--- src/hdl/cms_pkg.sv ---
// ----------------------------------------------------------------------------
// cms_pkg: shared types and constants for column mean and std deviation
// Field widths, status codes, controller states and the request/response
// bundles between the top level and the iterative calculation unit.
// ----------------------------------------------------------------------------
package cms_pkg;

	localparam int SAMPLE_W   = 16;
	localparam int SUM_W      = 33;
	localparam int SQ_W       = 47;
	localparam int CNT_W      = 17;
	localparam int MAX_DIMS   = 16;
	localparam int DIM_W      = 4;
	localparam int DIMS_CFG_W = 5;
	localparam int MAX_POINTS = 65536;
	localparam int MEAN_W     = 24;
	localparam int SD_W       = 23;
	localparam int STAT_W     = 2;

	localparam logic [STAT_W-1:0] STAT_OK      = 2'd0;
	localparam logic [STAT_W-1:0] STAT_EMPTY   = 2'd1;
	localparam logic [STAT_W-1:0] STAT_DROPPED = 2'd2;

	typedef enum logic [1:0] {
		TOP_ACCUM,
		TOP_LOAD,
		TOP_BUSY,
		TOP_EMIT
	} top_state_t;

	typedef enum logic [3:0] {
		C_IDLE,
		C_MUL_N2,
		C_MUL_NS2,
		C_MUL_SQ,
		C_DIFF,
		C_DIV_VAR,
		C_SQRT,
		C_DIV_MEAN,
		C_DONE
	} calc_state_t;

	typedef struct packed {
		logic                    start;
		logic signed [SUM_W-1:0] sum;
		logic [SQ_W-1:0]         sq_sum;
		logic [CNT_W-1:0]        count;
	} calc_req_t;

	typedef struct packed {
		logic                     done;
		logic signed [MEAN_W-1:0] mean;
		logic [SD_W-1:0]          sd;
	} calc_rsp_t;

endpackage

--- src/hdl/cms_in_if.sv ---
// ----------------------------------------------------------------------------
// cms_in_if: sample input channel
// One beat carries one coordinate and the end-of-data-set mark.
// ----------------------------------------------------------------------------
interface cms_in_if;
	import cms_pkg::*;
	logic                       valid;
	logic                       ready;
	logic signed [SAMPLE_W-1:0] sample_value;
	logic                       last_sample;

	modport source(output valid, sample_value, last_sample, input ready);
	modport sink(input valid, sample_value, last_sample, output ready);
endinterface

--- src/hdl/cms_out_if.sv ---
// ----------------------------------------------------------------------------
// cms_out_if: result output channel
// One beat carries the statistics of one dimension.
// ----------------------------------------------------------------------------
interface cms_out_if;
	import cms_pkg::*;
	logic                     valid;
	logic                     ready;
	logic [DIM_W-1:0]         dim_index;
	logic signed [MEAN_W-1:0] mean_value;
	logic [SD_W-1:0]          std_dev;
	logic [STAT_W-1:0]        status;
	logic                     last_result;

	modport source(output valid, dim_index, mean_value, std_dev, status, last_result,
		input ready);
	modport sink(input valid, dim_index, mean_value, std_dev, status, last_result,
		output ready);
endinterface

--- src/hdl/cms_cfg_if.sv ---
// ----------------------------------------------------------------------------
// cms_cfg_if: configuration write channel
// One beat writes the dimension count register.
// ----------------------------------------------------------------------------
interface cms_cfg_if;
	import cms_pkg::*;
	logic                  valid;
	logic                  ready;
	logic [DIMS_CFG_W-1:0] dims_in_use;

	modport source(output valid, dims_in_use, input ready);
	modport sink(input valid, dims_in_use, output ready);
endinterface

--- src/hdl/cms_store.sv ---
// ----------------------------------------------------------------------------
// cms_store: per-dimension accumulators
// Count, sum and sum of squares per dimension with one read-modify-write
// port. Entries with a clear valid bit read as zero.
// ----------------------------------------------------------------------------
module cms_store (
	input  logic                                clk,
	input  logic                                arst_n,
	input  logic                                acc_en,
	input  logic signed [cms_pkg::SAMPLE_W-1:0] sample,
	input  logic [cms_pkg::DIM_W-1:0]           addr,
	input  logic                                clear,
	output logic [cms_pkg::CNT_W-1:0]           rd_count,
	output logic signed [cms_pkg::SUM_W-1:0]    rd_sum,
	output logic [cms_pkg::SQ_W-1:0]            rd_sq,
	output logic                                rd_drop
);
	import cms_pkg::*;

	logic [CNT_W-1:0]        count_q [MAX_DIMS];
	logic signed [SUM_W-1:0] sum_q   [MAX_DIMS];
	logic [SQ_W-1:0]         sq_q    [MAX_DIMS];
	logic [MAX_DIMS-1:0]     valid_q;
	logic [MAX_DIMS-1:0]     drop_q;
	logic signed [2*SAMPLE_W-1:0] prod;
	logic                    full;

	// read the addressed entry, unwritten entries as zero
	assign rd_count = valid_q[addr] ? count_q[addr] : '0;
	assign rd_sum   = valid_q[addr] ? sum_q[addr] : '0;
	assign rd_sq    = valid_q[addr] ? sq_q[addr] : '0;
	assign rd_drop  = drop_q[addr];

	assign prod = sample * sample;
	assign full = rd_count >= CNT_W'(MAX_POINTS);

	// track written entries and dropped samples
	always_ff @(posedge clk or negedge arst_n) begin
		if (!arst_n) begin
			valid_q <= '0;
			drop_q  <= '0;
		end else if (clear) begin
			valid_q <= '0;
			drop_q  <= '0;
		end else if (acc_en) begin
			valid_q[addr] <= 1'b1;
			if (full) begin
				drop_q[addr] <= 1'b1;
			end
		end
	end

	// accumulate one sample
	always_ff @(posedge clk) begin
		if (acc_en && !full) begin
			count_q[addr] <= rd_count + CNT_W'(1);
			sum_q[addr]   <= rd_sum + SUM_W'(sample);
			sq_q[addr]    <= rd_sq + SQ_W'(unsigned'(prod));
		end
	end

endmodule

--- src/hdl/cms_calc.sv ---
// ----------------------------------------------------------------------------
// cms_calc: iterative mean and standard deviation unit
// One 64-bit add/subtract unit serves shift-add multiplies, restoring
// divides and a digit-by-digit square root under a small sequencer.
// ----------------------------------------------------------------------------
module cms_calc (
	input  logic               clk,
	input  logic               arst_n,
	input  cms_pkg::calc_req_t req,
	output cms_pkg::calc_rsp_t rsp
);
	import cms_pkg::*;

	calc_state_t state_q, state_d;

	logic [CNT_W-1:0]  n_q;
	logic [SQ_W-1:0]   s2_q;
	logic [31:0]       a_q;
	logic              neg_q;
	logic [63:0]       mc_q;
	logic [32:0]       mp_q;
	logic [63:0]       acc_q;
	logic [32:0]       n2_q;
	logic [63:0]       ns2_q;
	logic [79:0]       dvd_q;
	logic [63:0]       rem_q;
	logic [47:0]       quo_q;
	logic [23:0]       root_q;
	logic [6:0]        step_q;
	logic signed [MEAN_W-1:0] mean_q;
	logic [SD_W-1:0]   sd_q;

	logic [63:0] add_a, add_b;
	logic        add_sub;
	logic [64:0] add_res;
	logic        last;
	logic [63:0] div_sh, sq_sh, trial;
	logic [63:0] mul_nxt, rem_div_nxt, rem_sq_nxt;
	logic [47:0] quo_nxt;
	logic [23:0] root_nxt;
	logic [SUM_W-1:0] sum_abs;
	logic [MEAN_W-1:0] mean_mag;

	assign last    = step_q == 7'd1;
	assign div_sh  = {rem_q[62:0], dvd_q[79]};
	assign sq_sh   = {rem_q[61:0], dvd_q[79:78]};
	assign trial   = {38'b0, root_q, 2'b01};
	assign sum_abs = req.sum[SUM_W-1] ? SUM_W'(-req.sum) : SUM_W'(req.sum);

	// shared adder; carry out on subtract means no borrow
	assign add_res = {1'b0, add_a} + {1'b0, add_sub ? ~add_b : add_b} + 65'(add_sub);

	assign mul_nxt     = mp_q[0] ? add_res[63:0] : acc_q;
	assign rem_div_nxt = add_res[64] ? add_res[63:0] : div_sh;
	assign quo_nxt     = {quo_q[46:0], add_res[64]};
	assign rem_sq_nxt  = add_res[64] ? add_res[63:0] : sq_sh;
	assign root_nxt    = {root_q[22:0], add_res[64]};
	assign mean_mag    = quo_nxt[MEAN_W-1:0] + MEAN_W'(rem_div_nxt != 64'd0);

	// next state
	always_comb begin
		state_d = state_q;
		case (state_q)
			C_IDLE:     if (req.start) state_d = C_MUL_N2;
			C_MUL_N2:   if (last) state_d = C_MUL_NS2;
			C_MUL_NS2:  if (last) state_d = C_MUL_SQ;
			C_MUL_SQ:   if (last) state_d = C_DIFF;
			C_DIFF:     state_d = C_DIV_VAR;
			C_DIV_VAR:  if (last) state_d = C_SQRT;
			C_SQRT:     if (last) state_d = C_DIV_MEAN;
			C_DIV_MEAN: if (last) state_d = C_DONE;
			C_DONE:     state_d = C_IDLE;
			default:    state_d = C_IDLE;
		endcase
	end

	// adder operand selection
	always_comb begin
		add_a   = acc_q;
		add_b   = mc_q;
		add_sub = 1'b0;
		case (state_q)
			C_DIFF: begin
				add_a   = ns2_q;
				add_b   = acc_q;
				add_sub = 1'b1;
			end
			C_DIV_VAR: begin
				add_a   = div_sh;
				add_b   = 64'(n2_q);
				add_sub = 1'b1;
			end
			C_DIV_MEAN: begin
				add_a   = div_sh;
				add_b   = 64'(n_q);
				add_sub = 1'b1;
			end
			C_SQRT: begin
				add_a   = sq_sh;
				add_b   = trial;
				add_sub = 1'b1;
			end
			default: begin
				add_a   = acc_q;
				add_b   = mc_q;
				add_sub = 1'b0;
			end
		endcase
	end

	always_ff @(posedge clk or negedge arst_n) begin
		if (!arst_n) begin
			state_q <= C_IDLE;
		end else begin
			state_q <= state_d;
		end
	end

	// datapath registers
	always_ff @(posedge clk) begin
		case (state_q)
			C_IDLE: begin
				if (req.start) begin
					n_q    <= req.count;
					s2_q   <= req.sq_sum;
					neg_q  <= req.sum[SUM_W-1];
					a_q    <= sum_abs[31:0];
					mc_q   <= 64'(req.count);
					mp_q   <= 33'(req.count);
					acc_q  <= '0;
					step_q <= 7'd17;
				end
			end
			C_MUL_N2, C_MUL_NS2, C_MUL_SQ: begin
				acc_q  <= mul_nxt;
				mc_q   <= {mc_q[62:0], 1'b0};
				mp_q   <= {1'b0, mp_q[32:1]};
				step_q <= step_q - 7'd1;
				if (last && state_q == C_MUL_N2) begin
					n2_q   <= mul_nxt[32:0];
					mc_q   <= 64'(s2_q);
					mp_q   <= 33'(n_q);
					acc_q  <= '0;
					step_q <= 7'd17;
				end
				if (last && state_q == C_MUL_NS2) begin
					ns2_q  <= mul_nxt;
					mc_q   <= 64'(a_q);
					mp_q   <= 33'(a_q);
					acc_q  <= '0;
					step_q <= 7'd32;
				end
			end
			C_DIFF: begin
				dvd_q  <= {(add_res[64] ? add_res[63:0] : 64'd0), 16'd0};
				rem_q  <= '0;
				quo_q  <= '0;
				step_q <= 7'd80;
			end
			C_DIV_VAR: begin
				rem_q  <= rem_div_nxt;
				quo_q  <= quo_nxt;
				dvd_q  <= {dvd_q[78:0], 1'b0};
				step_q <= step_q - 7'd1;
				if (last) begin
					dvd_q  <= {quo_nxt, 32'd0};
					rem_q  <= '0;
					root_q <= '0;
					step_q <= 7'd24;
				end
			end
			C_SQRT: begin
				rem_q  <= rem_sq_nxt;
				root_q <= root_nxt;
				dvd_q  <= {dvd_q[77:0], 2'b00};
				step_q <= step_q - 7'd1;
				if (last) begin
					sd_q   <= (root_nxt == 24'd0) ? SD_W'(1) : root_nxt[SD_W-1:0];
					dvd_q  <= {a_q, 8'd0, 40'd0};
					rem_q  <= '0;
					quo_q  <= '0;
					step_q <= 7'd40;
				end
			end
			C_DIV_MEAN: begin
				rem_q  <= rem_div_nxt;
				quo_q  <= quo_nxt;
				dvd_q  <= {dvd_q[78:0], 1'b0};
				step_q <= step_q - 7'd1;
				if (last) begin
					mean_q <= neg_q ? -signed'(mean_mag) : signed'(quo_nxt[MEAN_W-1:0]);
				end
			end
			default: begin
				step_q <= step_q;
			end
		endcase
	end

	assign rsp.done = state_q == C_DONE;
	assign rsp.mean = mean_q;
	assign rsp.sd   = sd_q;

endmodule

--- src/hdl/column_mean_and_std_dev.sv ---
// ----------------------------------------------------------------------------
// column_mean_and_std_dev: per-dimension mean and population std deviation
// Accumulates a stream of samples per dimension and reports Q.8 statistics
// for every dimension in use when the data set ends.
// ----------------------------------------------------------------------------
// Usage:
//   cfg     : write dims_in_use (0 acts as 1, above 16 acts as 16) while idle.
//   samples : one coordinate per beat, dimension cycling 0..dims-1. Each beat
//             is accumulated in the cycle it is taken, so samples stream at
//             one per cycle.
//   results : after a beat marked last_sample, samples.ready drops and one
//             result per dimension leaves in order, last_result on the last.
//   Each dimension with samples runs through the shared add/subtract unit
//   in order: multiplies n*n, n*sq_sum and sum*sum, the difference, the
//   variance divide, the root and the mean divide; an empty one skips it.
//   Results sit in an output register; a stalled receiver holds the block
//   after the next result is ready. After the last result the stores clear
//   at once and samples.ready returns.
//   Reset clears all stores and the dimension cursor and sets dims to 1.
// ----------------------------------------------------------------------------
module column_mean_and_std_dev (
	input logic         clk,
	input logic         arst_n,
	cms_cfg_if.sink     cfg,
	cms_in_if.sink      samples,
	cms_out_if.source   results
);
	import cms_pkg::*;

	top_state_t state_q, state_d;

	logic [DIMS_CFG_W-1:0] dims_cfg_q;
	logic [DIM_W-1:0]      dims_m1;
	logic [DIM_W-1:0]      cursor_q;
	logic [DIM_W-1:0]      cur_eff;
	logic [DIM_W-1:0]      dim_q;
	logic [DIM_W-1:0]      addr;

	logic                  acc_en;
	logic                  clear;
	logic                  out_free;
	logic                  emit_fire;
	logic                  dim_last;

	logic [CNT_W-1:0]        rd_count;
	logic signed [SUM_W-1:0] rd_sum;
	logic [SQ_W-1:0]         rd_sq;
	logic                    rd_drop;

	calc_req_t req;
	calc_rsp_t rsp;

	logic signed [MEAN_W-1:0] res_mean_q;
	logic [SD_W-1:0]          res_sd_q;
	logic [STAT_W-1:0]        res_stat_q;
	logic                     out_valid_q;

	// clamp the dimension count
	always_comb begin
		if (dims_cfg_q == '0) begin
			dims_m1 = '0;
		end else if (dims_cfg_q > DIMS_CFG_W'(MAX_DIMS)) begin
			dims_m1 = DIM_W'(MAX_DIMS - 1);
		end else begin
			dims_m1 = DIM_W'(dims_cfg_q - DIMS_CFG_W'(1));
		end
	end

	assign cur_eff  = (cursor_q > dims_m1) ? '0 : cursor_q;
	assign dim_last = dim_q == dims_m1;
	assign out_free = !out_valid_q || results.ready;
	assign addr     = (state_q == TOP_ACCUM) ? cur_eff : dim_q;

	// next state
	always_comb begin
		state_d = state_q;
		case (state_q)
			TOP_ACCUM: if (samples.valid && samples.last_sample) state_d = TOP_LOAD;
			TOP_LOAD:  state_d = (rd_count == '0) ? TOP_EMIT : TOP_BUSY;
			TOP_BUSY:  if (rsp.done) state_d = TOP_EMIT;
			TOP_EMIT:  if (out_free) state_d = dim_last ? TOP_ACCUM : TOP_LOAD;
			default:   state_d = TOP_ACCUM;
		endcase
	end

	// control outputs
	always_comb begin
		samples.ready = state_q == TOP_ACCUM;
		acc_en        = state_q == TOP_ACCUM && samples.valid;
		emit_fire     = state_q == TOP_EMIT && out_free;
		clear         = emit_fire && dim_last;
		req.start     = state_q == TOP_LOAD && rd_count != '0;
		req.sum       = rd_sum;
		req.sq_sum    = rd_sq;
		req.count     = rd_count;
	end

	assign cfg.ready = 1'b1;

	cms_store u_store (
		.clk      (clk),
		.arst_n   (arst_n),
		.acc_en   (acc_en),
		.sample   (samples.sample_value),
		.addr     (addr),
		.clear    (clear),
		.rd_count (rd_count),
		.rd_sum   (rd_sum),
		.rd_sq    (rd_sq),
		.rd_drop  (rd_drop)
	);

	cms_calc u_calc (
		.clk    (clk),
		.arst_n (arst_n),
		.req    (req),
		.rsp    (rsp)
	);

	// control registers
	always_ff @(posedge clk or negedge arst_n) begin
		if (!arst_n) begin
			state_q     <= TOP_ACCUM;
			dims_cfg_q  <= DIMS_CFG_W'(1);
			cursor_q    <= '0;
			dim_q       <= '0;
			out_valid_q <= 1'b0;
		end else begin
			state_q <= state_d;
			if (cfg.valid) begin
				dims_cfg_q <= cfg.dims_in_use;
			end
			// advance the cursor on each sample beat
			if (acc_en) begin
				cursor_q <= (cur_eff == dims_m1) ? '0 : cur_eff + DIM_W'(1);
			end
			if (clear) begin
				cursor_q <= '0;
			end
			if (state_q == TOP_ACCUM) begin
				dim_q <= '0;
			end else if (emit_fire && !dim_last) begin
				dim_q <= dim_q + DIM_W'(1);
			end
			if (emit_fire) begin
				out_valid_q <= 1'b1;
			end else if (results.ready) begin
				out_valid_q <= 1'b0;
			end
		end
	end

	// hold per-dimension results until emitted
	always_ff @(posedge clk) begin
		if (state_q == TOP_LOAD && rd_count == '0) begin
			res_mean_q <= '0;
			res_sd_q   <= SD_W'(1);
			res_stat_q <= STAT_EMPTY;
		end else if (state_q == TOP_LOAD) begin
			res_stat_q <= rd_drop ? STAT_DROPPED : STAT_OK;
		end else if (state_q == TOP_BUSY && rsp.done) begin
			res_mean_q <= rsp.mean;
			res_sd_q   <= rsp.sd;
		end
		if (emit_fire) begin
			results.dim_index   <= dim_q;
			results.mean_value  <= res_mean_q;
			results.std_dev     <= res_sd_q;
			results.status      <= res_stat_q;
			results.last_result <= dim_last;
		end
	end

	assign results.valid = out_valid_q;

`ifndef SYNTHESIS
	a_last_stops_input: assert property (@(posedge clk) disable iff (!arst_n)
		samples.valid && samples.ready && samples.last_sample |=> !samples.ready)
		else $error("input still ready after last sample beat");

	a_last_result_dim: assert property (@(posedge clk) disable iff (!arst_n)
		results.valid && results.last_result |-> results.dim_index == dims_m1)
		else $error("last result on wrong dimension");

	a_sd_nonzero: assert property (@(posedge clk) disable iff (!arst_n)
		results.valid |-> results.std_dev != '0)
		else $error("std deviation below floor");

	a_done_when_busy: assert property (@(posedge clk) disable iff (!arst_n)
		rsp.done |-> state_q == TOP_BUSY)
		else $error("calculation finished outside busy state");
`endif

endmodule

--- src/flat_wrapper.sv ---
// flat-port wrapper written by rule: the top's interface ports become plain ports
module column_mean_and_std_dev_flat import cms_pkg::*;
  (clk, arst_n, cfg_valid, cfg_dims_in_use, cfg_ready, samples_valid, samples_sample_value, samples_last_sample, samples_ready, results_valid, results_dim_index, results_mean_value, results_std_dev, results_status, results_last_result, results_ready);
  cms_cfg_if cfg_i ();
  cms_in_if samples_i ();
  cms_out_if results_i ();
  input logic clk;
  input logic arst_n;
  input wire logic [$bits(cfg_i.valid)-1:0] cfg_valid;
  input wire logic [$bits(cfg_i.dims_in_use)-1:0] cfg_dims_in_use;
  output wire logic [$bits(cfg_i.ready)-1:0] cfg_ready;
  input wire logic [$bits(samples_i.valid)-1:0] samples_valid;
  input wire logic [$bits(samples_i.sample_value)-1:0] samples_sample_value;
  input wire logic [$bits(samples_i.last_sample)-1:0] samples_last_sample;
  output wire logic [$bits(samples_i.ready)-1:0] samples_ready;
  output wire logic [$bits(results_i.valid)-1:0] results_valid;
  output wire logic [$bits(results_i.dim_index)-1:0] results_dim_index;
  output wire logic [$bits(results_i.mean_value)-1:0] results_mean_value;
  output wire logic [$bits(results_i.std_dev)-1:0] results_std_dev;
  output wire logic [$bits(results_i.status)-1:0] results_status;
  output wire logic [$bits(results_i.last_result)-1:0] results_last_result;
  input wire logic [$bits(results_i.ready)-1:0] results_ready;
  assign cfg_i.valid = cfg_valid;
  assign cfg_i.dims_in_use = cfg_dims_in_use;
  assign cfg_ready = cfg_i.ready;
  assign samples_i.valid = samples_valid;
  assign samples_i.sample_value = samples_sample_value;
  assign samples_i.last_sample = samples_last_sample;
  assign samples_ready = samples_i.ready;
  assign results_valid = results_i.valid;
  assign results_dim_index = results_i.dim_index;
  assign results_mean_value = results_i.mean_value;
  assign results_std_dev = results_i.std_dev;
  assign results_status = results_i.status;
  assign results_last_result = results_i.last_result;
  assign results_i.ready = results_ready;
  column_mean_and_std_dev u_core (.clk(clk), .arst_n(arst_n), .cfg(cfg_i), .samples(samples_i), .results(results_i));
endmodule
--- config.mk ---
export PLATFORM = sky130hd
export DESIGN_NAME = column_mean_and_std_dev_flat
export DESIGN_NICKNAME = d
export VERILOG_FILES = /design/src/hdl/cms_pkg.sv /design/src/hdl/cms_in_if.sv /design/src/hdl/cms_out_if.sv /design/src/hdl/cms_cfg_if.sv /design/src/hdl/cms_store.sv /design/src/hdl/cms_calc.sv /design/src/hdl/column_mean_and_std_dev.sv /design/src/flat_wrapper.sv
export SDC_FILE = /design/constraint.sdc
export NUM_CORES = 2
export LEC_CHECK = 0
export BUFFER_PORTS_ARGS = -buffer_cell sky130_fd_sc_hd__buf_2
export CORE_ASPECT_RATIO = 2
export CORE_MARGIN = 1.5
export CORE_UTILIZATION = 45
export CTS_CLUSTER_SIZE = 8
export DETAILED_ROUTE_END_ITERATION = 10
export PLACE_DENSITY = 0.64
export SLEW_MARGIN = 10
export SYNTH_ARGS = -nofsm -noshare
export SYNTH_HDL_FRONTEND = slang
export SYNTH_SLANG_ARGS = --single-unit
--- constraint.sdc ---
create_clock -name clk -period 11 [get_ports clk]
set_input_delay 2.75 -clock clk [delete_from_list [all_inputs] [get_ports clk]]
set_output_delay 2.75 -clock clk [all_outputs]
set_load 0.02 [all_outputs]
==> results.toml <==
[critical_path]
crit_required_ns = 11.55
critPathKind = "in -> reg"
crit_path_start = "samples_sample_value[5]"
crit-reg2reg-launch = "u_core.u_calc.state_q[3]"
start_kind = "input pin"
worst-path-buf-inv = 8
critical_path.most_common_cell = "fa_1"
path_delay_family = "adder cells"
cpPeakStageDelay_ns = 0.56
regToRegSetupSlack_ns = 0.38
cp_max_fo = 8
critical_path.endpoint = "u_core.u_store.sq_q[5][43]"
crit_slowest_cell = "fa_1"
crit_cells = 35
r2r_cells = 39
crit_arrival_ns = 11.32
end_kind = "flop"
regToRegEndpoint = "u_core.u_calc.mean_q[23]"

[timing]
finClkSkew_ns = 0.0802
fin_crit_sh = 0.979
slew_violations = 4
worstMarginPinSlew_ns = 1.75
finalCriticalPeriod_ns = 10.76
rsz0062_at_grt = "yes"
fmax_ghz = 0.0929
max_slew_margin = -0.175
hold_viol_final = 0
setup_violations = 0

[routing]
viasPerCell = 6.01
routed_wl_um = 384000
m1WireLength_um = 118000
highest_layer = "met5"
ant_nets = 0
wl_per_cell_um = 28.3
via_count = 81600
drc = 0
dr.pass1.iters = 9
first_iter_violations = 7613
met2_length_um = 199000
wl_met3_um = 24200

[yosys]
synth_top_family_by_area = "simple AND/OR/NAND/NOR gates"
ys_ff_latch = 2313
ys_seq_area_frac = 0.608
mappedNetlistArea_um2 = 113000
synthSimpleGateAreaFrac = 0.149
synth-xor-area-share = 0.0186
synth_fa_ha_area_frac = 0.0711
synth_compound_area_frac = 0.0865
synth_edf_count = 2212
yosysUniqueCellTypes = 105
syn_inst = 9795
synth_nets = 10300
synthTopCellsByArea = "edfxtp_1 59%, nand2_1 6.8%, fa_1 4.2%"
synth-main-ff-cell = "edfxtp_1"
yosys_warnings = 0
synthMuxAreaShare = 0.0275
postSynthAreaPerCell_um2 = 11.5
yosys.area.top_type = "edfxtp_1"
ys_async_sr_fraction = 0.0225
yosysTopAreaCellShare = 0.588

[global_route]
antenna_found_initial = 22
grt-ovfl-total = 0
grt_max_degree = 167
grt_pass1_vias = 82700
grt_usage = 0.297
grt_pass1_wl_um = 550000

[worst_hold_path]
whs_path_depth = 0
hold_class = "reg -> reg"

[floorplanning]
die_area_um2 = 254000
io_pins = 84
die_w_um = 357
std_cell_rows = 260
die_y_um = 712
core_um2 = 250000
initial_utilization = 0.452

[cells_and_area]
final_cell_mix = "2212 x edfxtp_1, 2039 x nand2_1, 657 x a21oi_1"
area_delta_synth_final_pct = 14.4
fin_area_um2 = 129000
drive_above_1_share = 0.119
final_common_cell = "edfxtp_1"
nNetsFinal = 10700

[placement]
dp_hpwl_um = 252000
place.gp.congestion = 1.01
numPortBuffers = 82
placed_area_um2 = 120000

[clocking]
cts_tree = "done"
path_clk_slew_ns = 0.05
htree_levels = 5
clk_latency_ns = 0.91
cts_root_buffer = "clkbuf_16"
clock_path_buffers = 4
cts_made_buffers = 331
cts.sink_count = 2313

[flow_run]
cap_violations = 1

[run_status]
status = "finished, violations left"
violations = "max-capacitance violations, max-slew violations"
worst reg2reg max path, delay by kind of cell, from the launching register on:
kind,cells,cell delay [ns]
simple gates,10,3.70
compound gates,18,3.69
flops,1,0.58
fa+ha+maj,4,1.02
buf+inv,4,0.84
xor+xnor,3,0.58
layout make-up:
class	count	area, µm²
Multi-Input combinational cell	6434	40600
Sequential cell	2313	68700
Clock buffer	402	8590
Tap cell	3275	4100
Antenna cell	11	27.5
Timing Repair Buffer	647	5310
Fill cell	21300	121000
Clock inverter	17	265
Inverter	464	1750
stage by stage:
stage                      util  cells  TNS (ns)  hold slack, ns  setup slack, ns
after floorplan               -   9795    -0.178           0.408          -0.0111
after global routing      0.517  13600     -2.70           0.407          -0.0654
final                     0.517  13600         0           0.402            0.236
after detailed placement  0.481  13100   -201.25           0.414            -1.33
after global placement    0.481  13100   -176.12           0.412            -1.11
after CTS                 0.516  13500         0           0.386           0.0223
cells in the mapped netlist, types with 89 or more instances:
cell type  number
o21ai_0       258
nor2_1        410
a21o_1         89
ha_1          259
a31oi_1       147
inv_1         459
nor4_1        106
fa_1          239
edfxtp_1     2212
a21oi_1       661
o22ai_1        89
nand3_1       639
buf_2         124
and3_1        219
xnor2_1       170
mux2i_1       235
clkbuf_1      318
nand2_1      2039
and2_1        122
worst min path at each step:
stage / startpoint / endpoint / slack, ns
floorplan: u_core.res_mean_q[0] / u_core.results.mean_value[0] / 0.41
global placement: u_core.res_mean_q[17] / u_core.results.mean_value[17] / 0.41
detailed placement: u_core.res_sd_q[6] / u_core.results.std_dev[6] / 0.41
CTS: u_core.res_mean_q[18] / u_core.results.mean_value[18] / 0.39
global route: u_core.res_mean_q[16] / u_core.results.mean_value[16] / 0.41
finish: u_core.res_mean_q[16] / u_core.results.mean_value[16] / 0.40
metal layers:
layer  global-route usage  up-vias
met3               0.0447     1371
met1                0.288    40600
met5                    0        -
met2                0.533     3759
li1                     -    35800
met4                0.276       10
registers in the layout, indices dropped and copies added, names as in the netlist, 32 cells and up:
name	flops
u_core.u_calc.n2_q	33
u_core.u_calc.mc_q	64
u_core.u_calc.rem_q	63
u_core.u_store.sq_q	752
u_core.u_calc.quo_q	47
u_core.u_calc.acc_q	64
u_core.u_calc.dvd_q	64
u_core.u_calc.ns2_q	64
u_core.u_calc.s2_q	47
u_core.u_calc.mp_q	32
u_core.u_store.sum_q	528
u_core.u_store.count_q	272
u_core.u_calc.a_q	32
cell families after synthesis:
| family | count (synthesis) |
|---|---|
| simple gates | 3793 |
| buf+inv | 1049 |
| flops | 2313 |
| xor+xnor | 240 |
| other cells | 1 |
| fa+ha+maj | 499 |
| mux | 301 |
| compound gates | 1599 |
what timing repair did:
item,in CTS,in global routing
buffers inserted,0,2
hold buffers,0,0
pin swaps,0,4
cloned,0,1
endpoints found under the setup margin,48,192
gates resized for setup,4,23
Power is not shown: default switching activity piles up to over one toggle a cycle in this logic, so the estimate is an artifact.
